$ cat src/design/lprl_pkg.sv
// Shared types and constants for the LRU page recency list.
package lprl_pkg;

  localparam int unsigned NUM_ENTRIES = 64;
  localparam int unsigned PAGE_BITS   = 20;
  localparam int unsigned FRAME_BITS  = 6;

  typedef enum logic [1:0] {
    KIND_TOUCH  = 2'd0,
    KIND_INSERT = 2'd1,
    KIND_EVICT  = 2'd2,
    KIND_REMOVE = 2'd3
  } kind_e;

  typedef struct packed {
    logic                  valid;
    logic [PAGE_BITS-1:0]  page;
    logic [FRAME_BITS-1:0] frame;
  } entry_t;

  typedef struct packed {
    logic                 cmp_en;
    logic [PAGE_BITS-1:0] cmp_page;
    logic                 exec;
    kind_e                kind;
    logic                 any_hit;
  } cell_ctrl_t;

endpackage

$ cat src/design/lprl_cell.sv
// One slot of the recency list: holds an entry, compares it and shifts to its neighbours.
module lprl_cell (
  input  logic                clk_i,
  input  logic                rst_ni,
  input  lprl_pkg::cell_ctrl_t ctrl_i,
  input  lprl_pkg::entry_t    left_i,
  input  lprl_pkg::entry_t    right_i,
  input  logic                le_i,
  input  logic                first_i,
  output lprl_pkg::entry_t    ent_o,
  output logic                hit_o
);
  import lprl_pkg::*;

  logic                  vld_q, vld_d;
  logic                  hit_q, hit_d;
  logic [PAGE_BITS-1:0]  page_q, page_d;
  logic [FRAME_BITS-1:0] frame_q, frame_d;

  always_comb begin
    vld_d   = vld_q;
    page_d  = page_q;
    frame_d = frame_q;
    hit_d   = hit_q;
    if (ctrl_i.cmp_en) begin
      hit_d = vld_q && (page_q == ctrl_i.cmp_page);
    end
    if (ctrl_i.exec) begin
      unique case (ctrl_i.kind)
        KIND_TOUCH: begin
          if (ctrl_i.any_hit && le_i) begin
            vld_d   = left_i.valid;
            page_d  = left_i.page;
            frame_d = left_i.frame;
          end
        end
        KIND_INSERT: begin
          vld_d   = left_i.valid;
          page_d  = left_i.page;
          frame_d = left_i.frame;
        end
        KIND_EVICT: begin
          if (vld_q && !right_i.valid) begin
            vld_d = 1'b0;
          end
        end
        KIND_REMOVE: begin
          if (ctrl_i.any_hit && (!le_i || first_i)) begin
            vld_d   = right_i.valid;
            page_d  = right_i.page;
            frame_d = right_i.frame;
          end
        end
        default: begin
          vld_d = vld_q;
        end
      endcase
    end
  end

  always_ff @(posedge clk_i or negedge rst_ni) begin
    if (!rst_ni) begin
      vld_q <= 1'b0;
      hit_q <= 1'b0;
    end else begin
      vld_q <= vld_d;
      hit_q <= hit_d;
    end
  end

  always_ff @(posedge clk_i) begin
    page_q  <= page_d;
    frame_q <= frame_d;
  end

  assign ent_o = '{valid: vld_q, page: page_q, frame: frame_q};
  assign hit_o = hit_q;

endmodule

$ cat src/design/lru_page_recency_list.sv
// Top level of the LRU page recency list: command port, chain of cells, result register.
//
// At the accepting edge every cell compares its page with the item's page and holds the
// outcome; busy is then high for one cycle in which the first match is resolved across
// the chain and all cells shift at once. The result sits on found_o, frame_out_o and
// overflow_o for exactly one cycle, marked by done_o, and must be taken then: it is not
// held. A new item may be started in that same cycle. No clearing pass follows reset.
module lru_page_recency_list (
  input  logic                            clk_i,
  input  logic                            rst_ni,
  input  logic                            start,
  output logic                            busy,
  input  logic [1:0]                      kind_i,
  input  logic [lprl_pkg::PAGE_BITS-1:0]  page_i,
  input  logic [lprl_pkg::FRAME_BITS-1:0] frame_in_i,
  output logic                            done_o,
  output logic                            found_o,
  output logic [lprl_pkg::FRAME_BITS-1:0] frame_out_o,
  output logic                            overflow_o
);
  import lprl_pkg::*;

  logic                  busy_q;
  kind_e                 kind_q;
  logic [PAGE_BITS-1:0]  page_q;
  logic [FRAME_BITS-1:0] frame_q;

  logic                  done_q;
  logic                  found_q, found_d;
  logic [FRAME_BITS-1:0] frame_out_q, frame_out_d;
  logic                  overflow_q, overflow_d;

  entry_t                ent [NUM_ENTRIES];
  entry_t                head_ent;
  entry_t                tail_ent;
  cell_ctrl_t            ctrl;

  logic [NUM_ENTRIES-1:0] vld_vec;
  logic [NUM_ENTRIES-1:0] hit_vec;
  logic [NUM_ENTRIES-1:0] le_vec;
  logic [NUM_ENTRIES-1:0] first_vec;
  logic [NUM_ENTRIES-1:0] tail_vec;
  logic [NUM_ENTRIES-1:0] pick_vec;
  logic                   any_hit;
  logic [FRAME_BITS-1:0]  sel_frame;
  logic                   accept;

  assign accept = start && !busy_q;
  assign busy   = busy_q;

  // Inclusive prefix up to the first hit, and the first hit itself
  assign any_hit   = |hit_vec;
  assign le_vec    = hit_vec ^ (hit_vec - NUM_ENTRIES'(1));
  assign first_vec = hit_vec & le_vec;
  assign tail_vec  = vld_vec & ~(vld_vec >> 1);
  assign pick_vec  = (kind_q == KIND_EVICT) ? tail_vec : first_vec;

  always_comb begin
    sel_frame = '0;
    for (int i = 0; i < NUM_ENTRIES; i++) begin
      sel_frame = sel_frame | (pick_vec[i] ? ent[i].frame : '0);
    end
  end

  assign head_ent = '{valid: 1'b1, page: page_q,
                      frame: (kind_q == KIND_INSERT) ? frame_q : sel_frame};
  assign tail_ent = '0;

  assign ctrl = '{cmp_en: accept, cmp_page: page_i, exec: busy_q,
                  kind: kind_q, any_hit: any_hit};

  for (genvar g = 0; g < NUM_ENTRIES; g++) begin : g_cell
    entry_t left_ent;
    entry_t right_ent;
    if (g == 0) begin : g_head
      assign left_ent = head_ent;
    end else begin : g_mid_l
      assign left_ent = ent[g-1];
    end
    if (g == NUM_ENTRIES - 1) begin : g_tail
      assign right_ent = tail_ent;
    end else begin : g_mid_r
      assign right_ent = ent[g+1];
    end

    lprl_cell u_cell (
      .clk_i   (clk_i),
      .rst_ni  (rst_ni),
      .ctrl_i  (ctrl),
      .left_i  (left_ent),
      .right_i (right_ent),
      .le_i    (le_vec[g]),
      .first_i (first_vec[g]),
      .ent_o   (ent[g]),
      .hit_o   (hit_vec[g])
    );

    assign vld_vec[g] = ent[g].valid;
  end

  always_comb begin
    found_d     = 1'b0;
    frame_out_d = '0;
    overflow_d  = 1'b0;
    unique case (kind_q)
      KIND_TOUCH: begin
        found_d = any_hit;
      end
      KIND_INSERT: begin
        overflow_d  = vld_vec[NUM_ENTRIES-1];
        frame_out_d = vld_vec[NUM_ENTRIES-1] ? ent[NUM_ENTRIES-1].frame : '0;
      end
      KIND_EVICT: begin
        found_d     = vld_vec[0];
        frame_out_d = sel_frame;
      end
      KIND_REMOVE: begin
        found_d     = any_hit;
        frame_out_d = sel_frame;
      end
      default: begin
        found_d = 1'b0;
      end
    endcase
  end

  always_ff @(posedge clk_i) begin
    if (accept) begin
      kind_q  <= kind_e'(kind_i);
      page_q  <= page_i;
      frame_q <= frame_in_i;
    end
  end

  always_ff @(posedge clk_i or negedge rst_ni) begin
    if (!rst_ni) begin
      busy_q      <= 1'b0;
      done_q      <= 1'b0;
      found_q     <= 1'b0;
      frame_out_q <= '0;
      overflow_q  <= 1'b0;
    end else begin
      busy_q <= accept;
      done_q <= busy_q;
      if (busy_q) begin
        found_q     <= found_d;
        frame_out_q <= frame_out_d;
        overflow_q  <= overflow_d;
      end else begin
        found_q     <= 1'b0;
        frame_out_q <= '0;
        overflow_q  <= 1'b0;
      end
    end
  end

  assign done_o      = done_q;
  assign found_o     = found_q;
  assign frame_out_o = frame_out_q;
  assign overflow_o  = overflow_q;

  a_busy_done : assert property (@(posedge clk_i) disable iff (!rst_ni)
    busy |=> done_o)
    else $error("item in flight gave no result");

  a_done_idle : assert property (@(posedge clk_i) disable iff (!rst_ni)
    done_o |-> !busy)
    else $error("result shown while busy");

  a_ovf_done : assert property (@(posedge clk_i) disable iff (!rst_ni)
    overflow_o |-> (done_o && kind_q == KIND_INSERT))
    else $error("overflow outside an insert result");

  a_no_gap : assert property (@(posedge clk_i) disable iff (!rst_ni)
    ((vld_vec >> 1) & ~vld_vec) == '0)
    else $error("gap in valid entries");

  a_one_first : assert property (@(posedge clk_i) disable iff (!rst_ni)
    $onehot0(first_vec))
    else $error("more than one first match");

endmodule
$ cat config.mk
export PLATFORM = sky130hd
export DESIGN_NAME = lru_page_recency_list
export DESIGN_NICKNAME = d
export VERILOG_FILES = /design/src/design/lprl_pkg.sv /design/src/design/lprl_cell.sv /design/src/design/lru_page_recency_list.sv
export SDC_FILE = /design/constraint.sdc
export NUM_CORES = 2
export LEC_CHECK = 0
export ABC_AREA = 1
export BUFFER_PORTS_ARGS = -buffer_cell sky130_fd_sc_hd__buf_2
export CORE_MARGIN = 1
export CORE_UTILIZATION = 40
export CTS_BUF_LIST = sky130_fd_sc_hd__clkbuf_8 sky130_fd_sc_hd__clkbuf_16
export DETAILED_ROUTE_END_ITERATION = 12
export GPL_ROUTABILITY_DRIVEN = 0
export SYNTH_ARGS = -nofsm -noshare
export SYNTH_HDL_FRONTEND = slang
export SYNTH_SLANG_ARGS = --single-unit
$ cat constraint.sdc
create_clock -name clk_i -period 12.12 [get_ports clk_i]
set_input_delay 0.606 -clock clk_i [delete_from_list [all_inputs] [get_ports clk_i]]
set_output_delay 0.606 -clock clk_i [all_outputs]
set_load 0.02 [all_outputs]
# Yosys cells after proc, flatten, opt, wreduce, memory -nomap -nowiden
# Index checks and enable logic that the tools add are counted.
[word_totals]
ff_bits = 1830
latch_bits = 0
ram_bits = 0
rom_bits = 0
in_bits = 31
out_inout_bits = 10
elab_cells = 1883
mem_count = 0
[classes]
addsub = 1
mul = 0
div = 0
n_lt_le_gt_ge = 0
eq_ne = 258
shift = 0
muxes = 712
n_bitwise = 67
n_reduce_logical = 581
[ops]
columns = ["cell", "n"]
rows = [
  ["$pmux W20 S3", 64],
  ["$mux W20", 128],
  ["$eq A20 B20 Y1", 64],
  ["$mux W6", 195],
  ["$pmux W6 S3", 64],
  ["$reduce_and A4 Y1", 127],
  ["$ne A2 B1 Y1 const B", 191],
  ["$or A6 B6 Y6", 63],
  ["$logic_and A1 B1 Y1", 256],
  ["$pmux W1 S4", 64],
  ["$mux W1", 194],
  ["$and A64 B64 Y64", 2],
  ["$logic_not A1 Y1", 128],
  ["$logic_or A1 B1 Y1", 64],
  ["$mux W64", 1],
  ["$not A63 Y64", 1],
  ["$reduce_or A64 Y1", 1],
  ["$sub A64 B1 Y64 const B", 1],
  ["$xor A64 B64 Y64", 1],
  ["$pmux W6 S2", 1],
  ["$eq A2 B2 Y1 const B", 2],
  ["$reduce_or A2 Y1", 2],
  ["$reduce_and A3 Y1", 1],
  ["$reduce_bool A3 Y1", 1],
  ["3 further kinds", 3],
]

# Depth between registers and ports, before layout
[logic_depth]
depth_word = 71
mapped_depth = 25

# Hierarchy
# From an unflattened synthesis, not the netlist that was laid out.
[unflattened]
hier_cells = 16622
hier_area_um2 = 114971.5
[by_module_without_submodules]
columns = ["module", "n_inst", "cells_each", "area_per_inst_um2", "seq_area_each_um2"]
rows = [
  ["lprl_cell", 64, 237, 1675.4, 830.8],
  ["lru_page_recency_list", 1, 1454, 7748.7, 1091.0],
]

# Least setup slack after synthesis
# No wires, ideal clock.
[synth_path]
path_type = "register -> register"
start = "register g_cell[0].u_cell.hit_q"
end = "register g_cell[56].u_cell.frame_q[0], enable pin"
setup_time_ns = 0.409
arrival_time_ns = 3.545
slack_ns = 8.166
path_stages_with_launch = 19
n_path_buf = 0
period_less_slack_ns = 3.954
cell_sequence = "dfrtp_1 > inv_1 > ha_1 > nand2_2 > nor2_4 > nand2_2 > inv_1 > nand2_2 > inv_1 > nand2_1 > nor2_1 > inv_1 > nor3_1 > ha_1 > xnor2_1 > nand2_1 > nand2_1 > nand2_1 > nor2_1"
[synth_between]
elab_chain_len = 7
elab_cells_between_ends = 11
cone_classes = "1 x add/sub; 2 x eq/ne; 2 x bitwise; 6 x reduce/logical"
[synth_lines]
columns = ["element", "line_no", "source"]
rows = [
  ["from (decl)", "lprl_cell.sv:16", "logic hit_q, hit_d;"],
  ["from (signal assigned)", "lprl_cell.sv:67", "hit_q <= hit_d;"],
  ["$sub A64 B1 Y64", "lru_page_recency_list.sv:53", "assign le_vec = hit_vec ^ (hit_vec - NUM_ENTRIES'(1));"],
  ["$xor A64 B64 Y64", "lru_page_recency_list.sv:53", ""],
  ["$and A64 B64 Y64 or $logic_not A1 Y1 (tied branches)", "lru_page_recency_list.sv:54, lprl_cell.sv:48", ""],
  ["$logic_or A1 B1 Y1", "lprl_cell.sv:48", "if (ctrl_i.any_hit && (!le_i || first_i)) begin"],
  ["$logic_and A1 B1 Y1", "lprl_cell.sv:48", ""],
  ["$ne A2 B1 Y1 (no line)", "-", ""],
  ["$reduce_and A4 Y1 (no line) (*)", "-", ""],
  ["to (signal assigned)", "lprl_cell.sv:73", "frame_q <= frame_d;"],
  ["to (decl)", "lprl_cell.sv:18", "logic [FRAME_BITS-1:0] frame_q, frame_d;"],
]
# Mark *: on every way between the ends. The rest lies on a longest branch, timed or not.
# A chain may end at the register's enable or synchronous reset.

# Final worst setup path
[layout_path]
start = "register kind_q[1]"
end = "register g_cell[49].u_cell.page_q[13], data pin"
[layout_between]
elab_chain_len = 2
elab_cells_between_ends = 4
cone_classes = "2 x eq/ne; 1 x mux; 1 x reduce/logical"
[layout_lines]
columns = ["element", "line_no", "source"]
rows = [
  ["from (decl)", "lru_page_recency_list.sv:24", "kind_e kind_q;"],
  ["from (signal assigned)", "lru_page_recency_list.sv:129", "kind_q <= kind_e'(kind_i);"],
  ["$eq A2 B2 Y1, or another cell as far along", "lprl_cell.sv:29", "unique case (ctrl_i.kind)"],
  ["$pmux W20 S3 (*)", "lprl_cell.sv:29", ""],
  ["to (signal assigned)", "lprl_cell.sv:72", "page_q <= page_d;"],
  ["to (decl)", "lprl_cell.sv:17", "logic [PAGE_BITS-1:0] page_q, page_d;"],
]
# Marked as above.

==> impl_metrics.ini <==
[outcome]
status = finished, final reports clean

[sta]
slew_headroom = 0.0182
fin_skew_ns = 0.0618
setup_viol = 0
post-route-period-util = 0.447
slew_violations = 0
rsz0062_at_grt = false
period_needed_ns = 5.42
finalHoldViolations = 0
fin_setup_tns_ns = 0
max_freq_ghz = 0.185
max_slew.worst_pin.slew_ns = 1.47

[detailed_routing]
drc = 0
final_antenna_net_count = 0
viasPerCell = 5.59
wl_per_cell_um = 22.6
wirelength_um = 349000
dr.pass1.iters = 8
vias = 86300
drt_iter0_drc = 11100

[pwr]
leakage_uw = 0.0462
clkPwrFrac = 0.403
p_switching_uw = 4130
p_sw_frac = 0.271
p_seq_frac = 0.493
powerDensity_mw_per_mm2 = 136
comb_power_share = 0.104
power.internal_uw = 11100
ir_worst_vdd_mv = 0.139

[finish]
fin_nets = 12100
drive_gt1_frac = 0.0629
layout-area-overhead-vs-synth_pct = 9.50
layout.cells.non_filler = 15400

[cts]
clock_latency_ns = 0.90
cts_sinks = 1830
cts_tree = done
numCtsBuffers = 204
clk_pin_slew_ns = 0.06
cts_max_level = 4
clk_path_buf_depth = 3
root_buffer = clkbuf_16

[worst_setup_path]
cp_data_required_time_ns = 12.70
cp-end-kind = flip-flop
start_kind = flip-flop
critPathMaxFanout = 116
cp.arrival_ns = 6.00
critPathKind = flip-flop to flip-flop

[floorplan]
die_w_um = 508
die_y_um = 508
core_mm2 = 0.254
pin_count = 41
num_rows = 185
dieArea_mm2 = 0.258
initial_core_util = 0.403

[logic_synthesis]
syn-num-nets = 12300
synthArstFlopShare = 0.0754
synth_largest_area_cell = edfxtp_1
syn_area_per_cell_um2 = 8.45
ys_seq_area_frac = 0.529
ys_warn_count = 0
synthCells = 12100
synth.most_common_cell = nand2_1
synth_flop_cell = edfxtp_1
synth_area_mm2 = 0.103
synth_common_cells = nand2_1, edfxtp_1, o21ai_0
synth.distinct_cells = 45
ys_ff_latch = 1830
netlist_top_cells_area = edfxtp_1, nand2_1, o21ai_0
synth_edf_count = 1692
synth_top_area_frac = 0.496

[placed_design]
port-buffer-count = 40
placed_cells_incl_taps = 15000
hpwl_um = 246000

[grt]
grt_pass1_vias = 83300
grt_first_pass_wirelength_um = 522000
grt_max_degree = 239
overflow = 0
antenna_found_initial = 12
track_usage = 0.265

[flow_run]
max-cap-violations = 0

[worst_hold_path]
hp-class = primary input to asynchronous set/reset pin
[stage by stage]
step	total power, uW	hold WS (ns)	cell area (um2)	utilization	setup WS (ns)
2_1_floorplan	8600	0.310	103000	-	8.17
3_3_place_gp	9160	0.498	106000	0.415	6.93
3_5_place_dp	9200	0.509	106000	0.415	6.85
4_1_cts	15300	0.217	112000	0.441	6.87
5_1_grt	15700	0.285	112000	0.441	6.33
6_report	15300	0.250	112000	0.441	6.70
[critical path: stages (launching register included)]
cell	delay, ns
edfxtp_1	0.48
ha_4	0.59
buf_4	0.83
buf_4	0.89
buf_4	0.82
buf_4	0.95
o21ai_0	0.27
[sequential cells by signal (all words and copies together) (netlist names)]
name	cells
g_cell.u_cell.hit_o	64
busy	1
done_o	1
frame_q	6
g_cell.u_cell.vld_q	64
overflow_o	1
g_cell.u_cell.page_q	1280
kind_q	2
frame_out_o	6
g_cell.u_cell.frame_q	384
found_o	1
page_q	20
[cells in the final DEF, fill, tap and decap left out, types with 173 or more instances in the layout]
| cell | n |
|---|---|
| xor2_1 | 338 |
| buf_4 | 183 |
| nor2_1 | 681 |
| clkbuf_16 | 206 |
| nand4_1 | 186 |
| inv_1 | 1012 |
| xnor2_1 | 398 |
| nand3_1 | 265 |
| o21ai_0 | 1093 |
| nand2_1 | 4638 |
| nor3_1 | 173 |
| edfxtp_1 | 1692 |
[final cells by class]
| cell class | count | area, um2 |
|---|---|---|
| Fill cell | 24700 | 142000 |
| Sequential cell | 1830 | 54300 |
| Multi-Input combinational cell | 8651 | 41900 |
| Clock buffer | 215 | 5280 |
| Tap cell | 3366 | 4210 |
| Inverter | 987 | 3720 |
| Timing Repair Buffer | 215 | 1630 |
| Clock inverter | 166 | 1260 |
| Antenna cell | 2 | 5.00 |
[per-layer routing]
| metal | part of all wire | track usage |
|---|---|---|
| met1 | 0.41 | 0.362 |
| met2 | 0.45 | 0.412 |
| met3 | 0.098 | 0.0462 |
| met4 | 0.044 | 0.112 |
| met5 | 0.00021 | 0 |
[final timing paths]
check | from | to | slack (ns) | cells past startpoint
hold / removal | rst_ni | done_o | 0.25 | 2
setup reg to reg | kind_q[1] | g_cell[49].u_cell.page_q[13] | 6.70 | 6
setup / recovery | kind_q[1] | g_cell[49].u_cell.page_q[13] | 6.70 | 6
min in group clk_i | page_i[3] | g_cell[23].u_cell.hit_o | 0.28 | 5
max in group asynchronous | rst_ni | g_cell[47].u_cell.vld_q | 10.45 | 3
hold reg to reg | page_q[18] | g_cell[0].u_cell.page_q[18] | 0.52 | 2
[logic make-up (layout without fill, tap and decap cells)]
group,Yosys count,after routing,synth area share
adders and majority gates,131,131,0.0160
DFF,1830,1830,0.529
buffers and inverters,1649,1583,0.0645
AOI/OAI and AO/OA,1459,1459,0.0761
xor gates and xnor gates,736,736,0.0629
and+or+nand+nor,6325,6325,0.251
other,0,2,0
[power by group through the flow]
stage               combinational (uW)  sequential, uW  clock [uW]
floorplan                         1040            7560           0
CTS                               1570            7520        6210
detailed placement                1560            7650           0
finish                            1590            7520        6160
global route                      1730            7550        6440
global placement                  1520            7640           0
[timing repair]
| action | 4_1_cts | 5_1_grt |
|---|---|---|
| buffers inserted | 0 | 0 |
| setup endpoints to repair | 0 | 0 |
| hold buffers | 9 | 0 |
| resized for setup | 0 | 0 |
| hold endpoints to repair | 53 | 0 |
No activity file was read; power rests on OpenSTA's default activity.
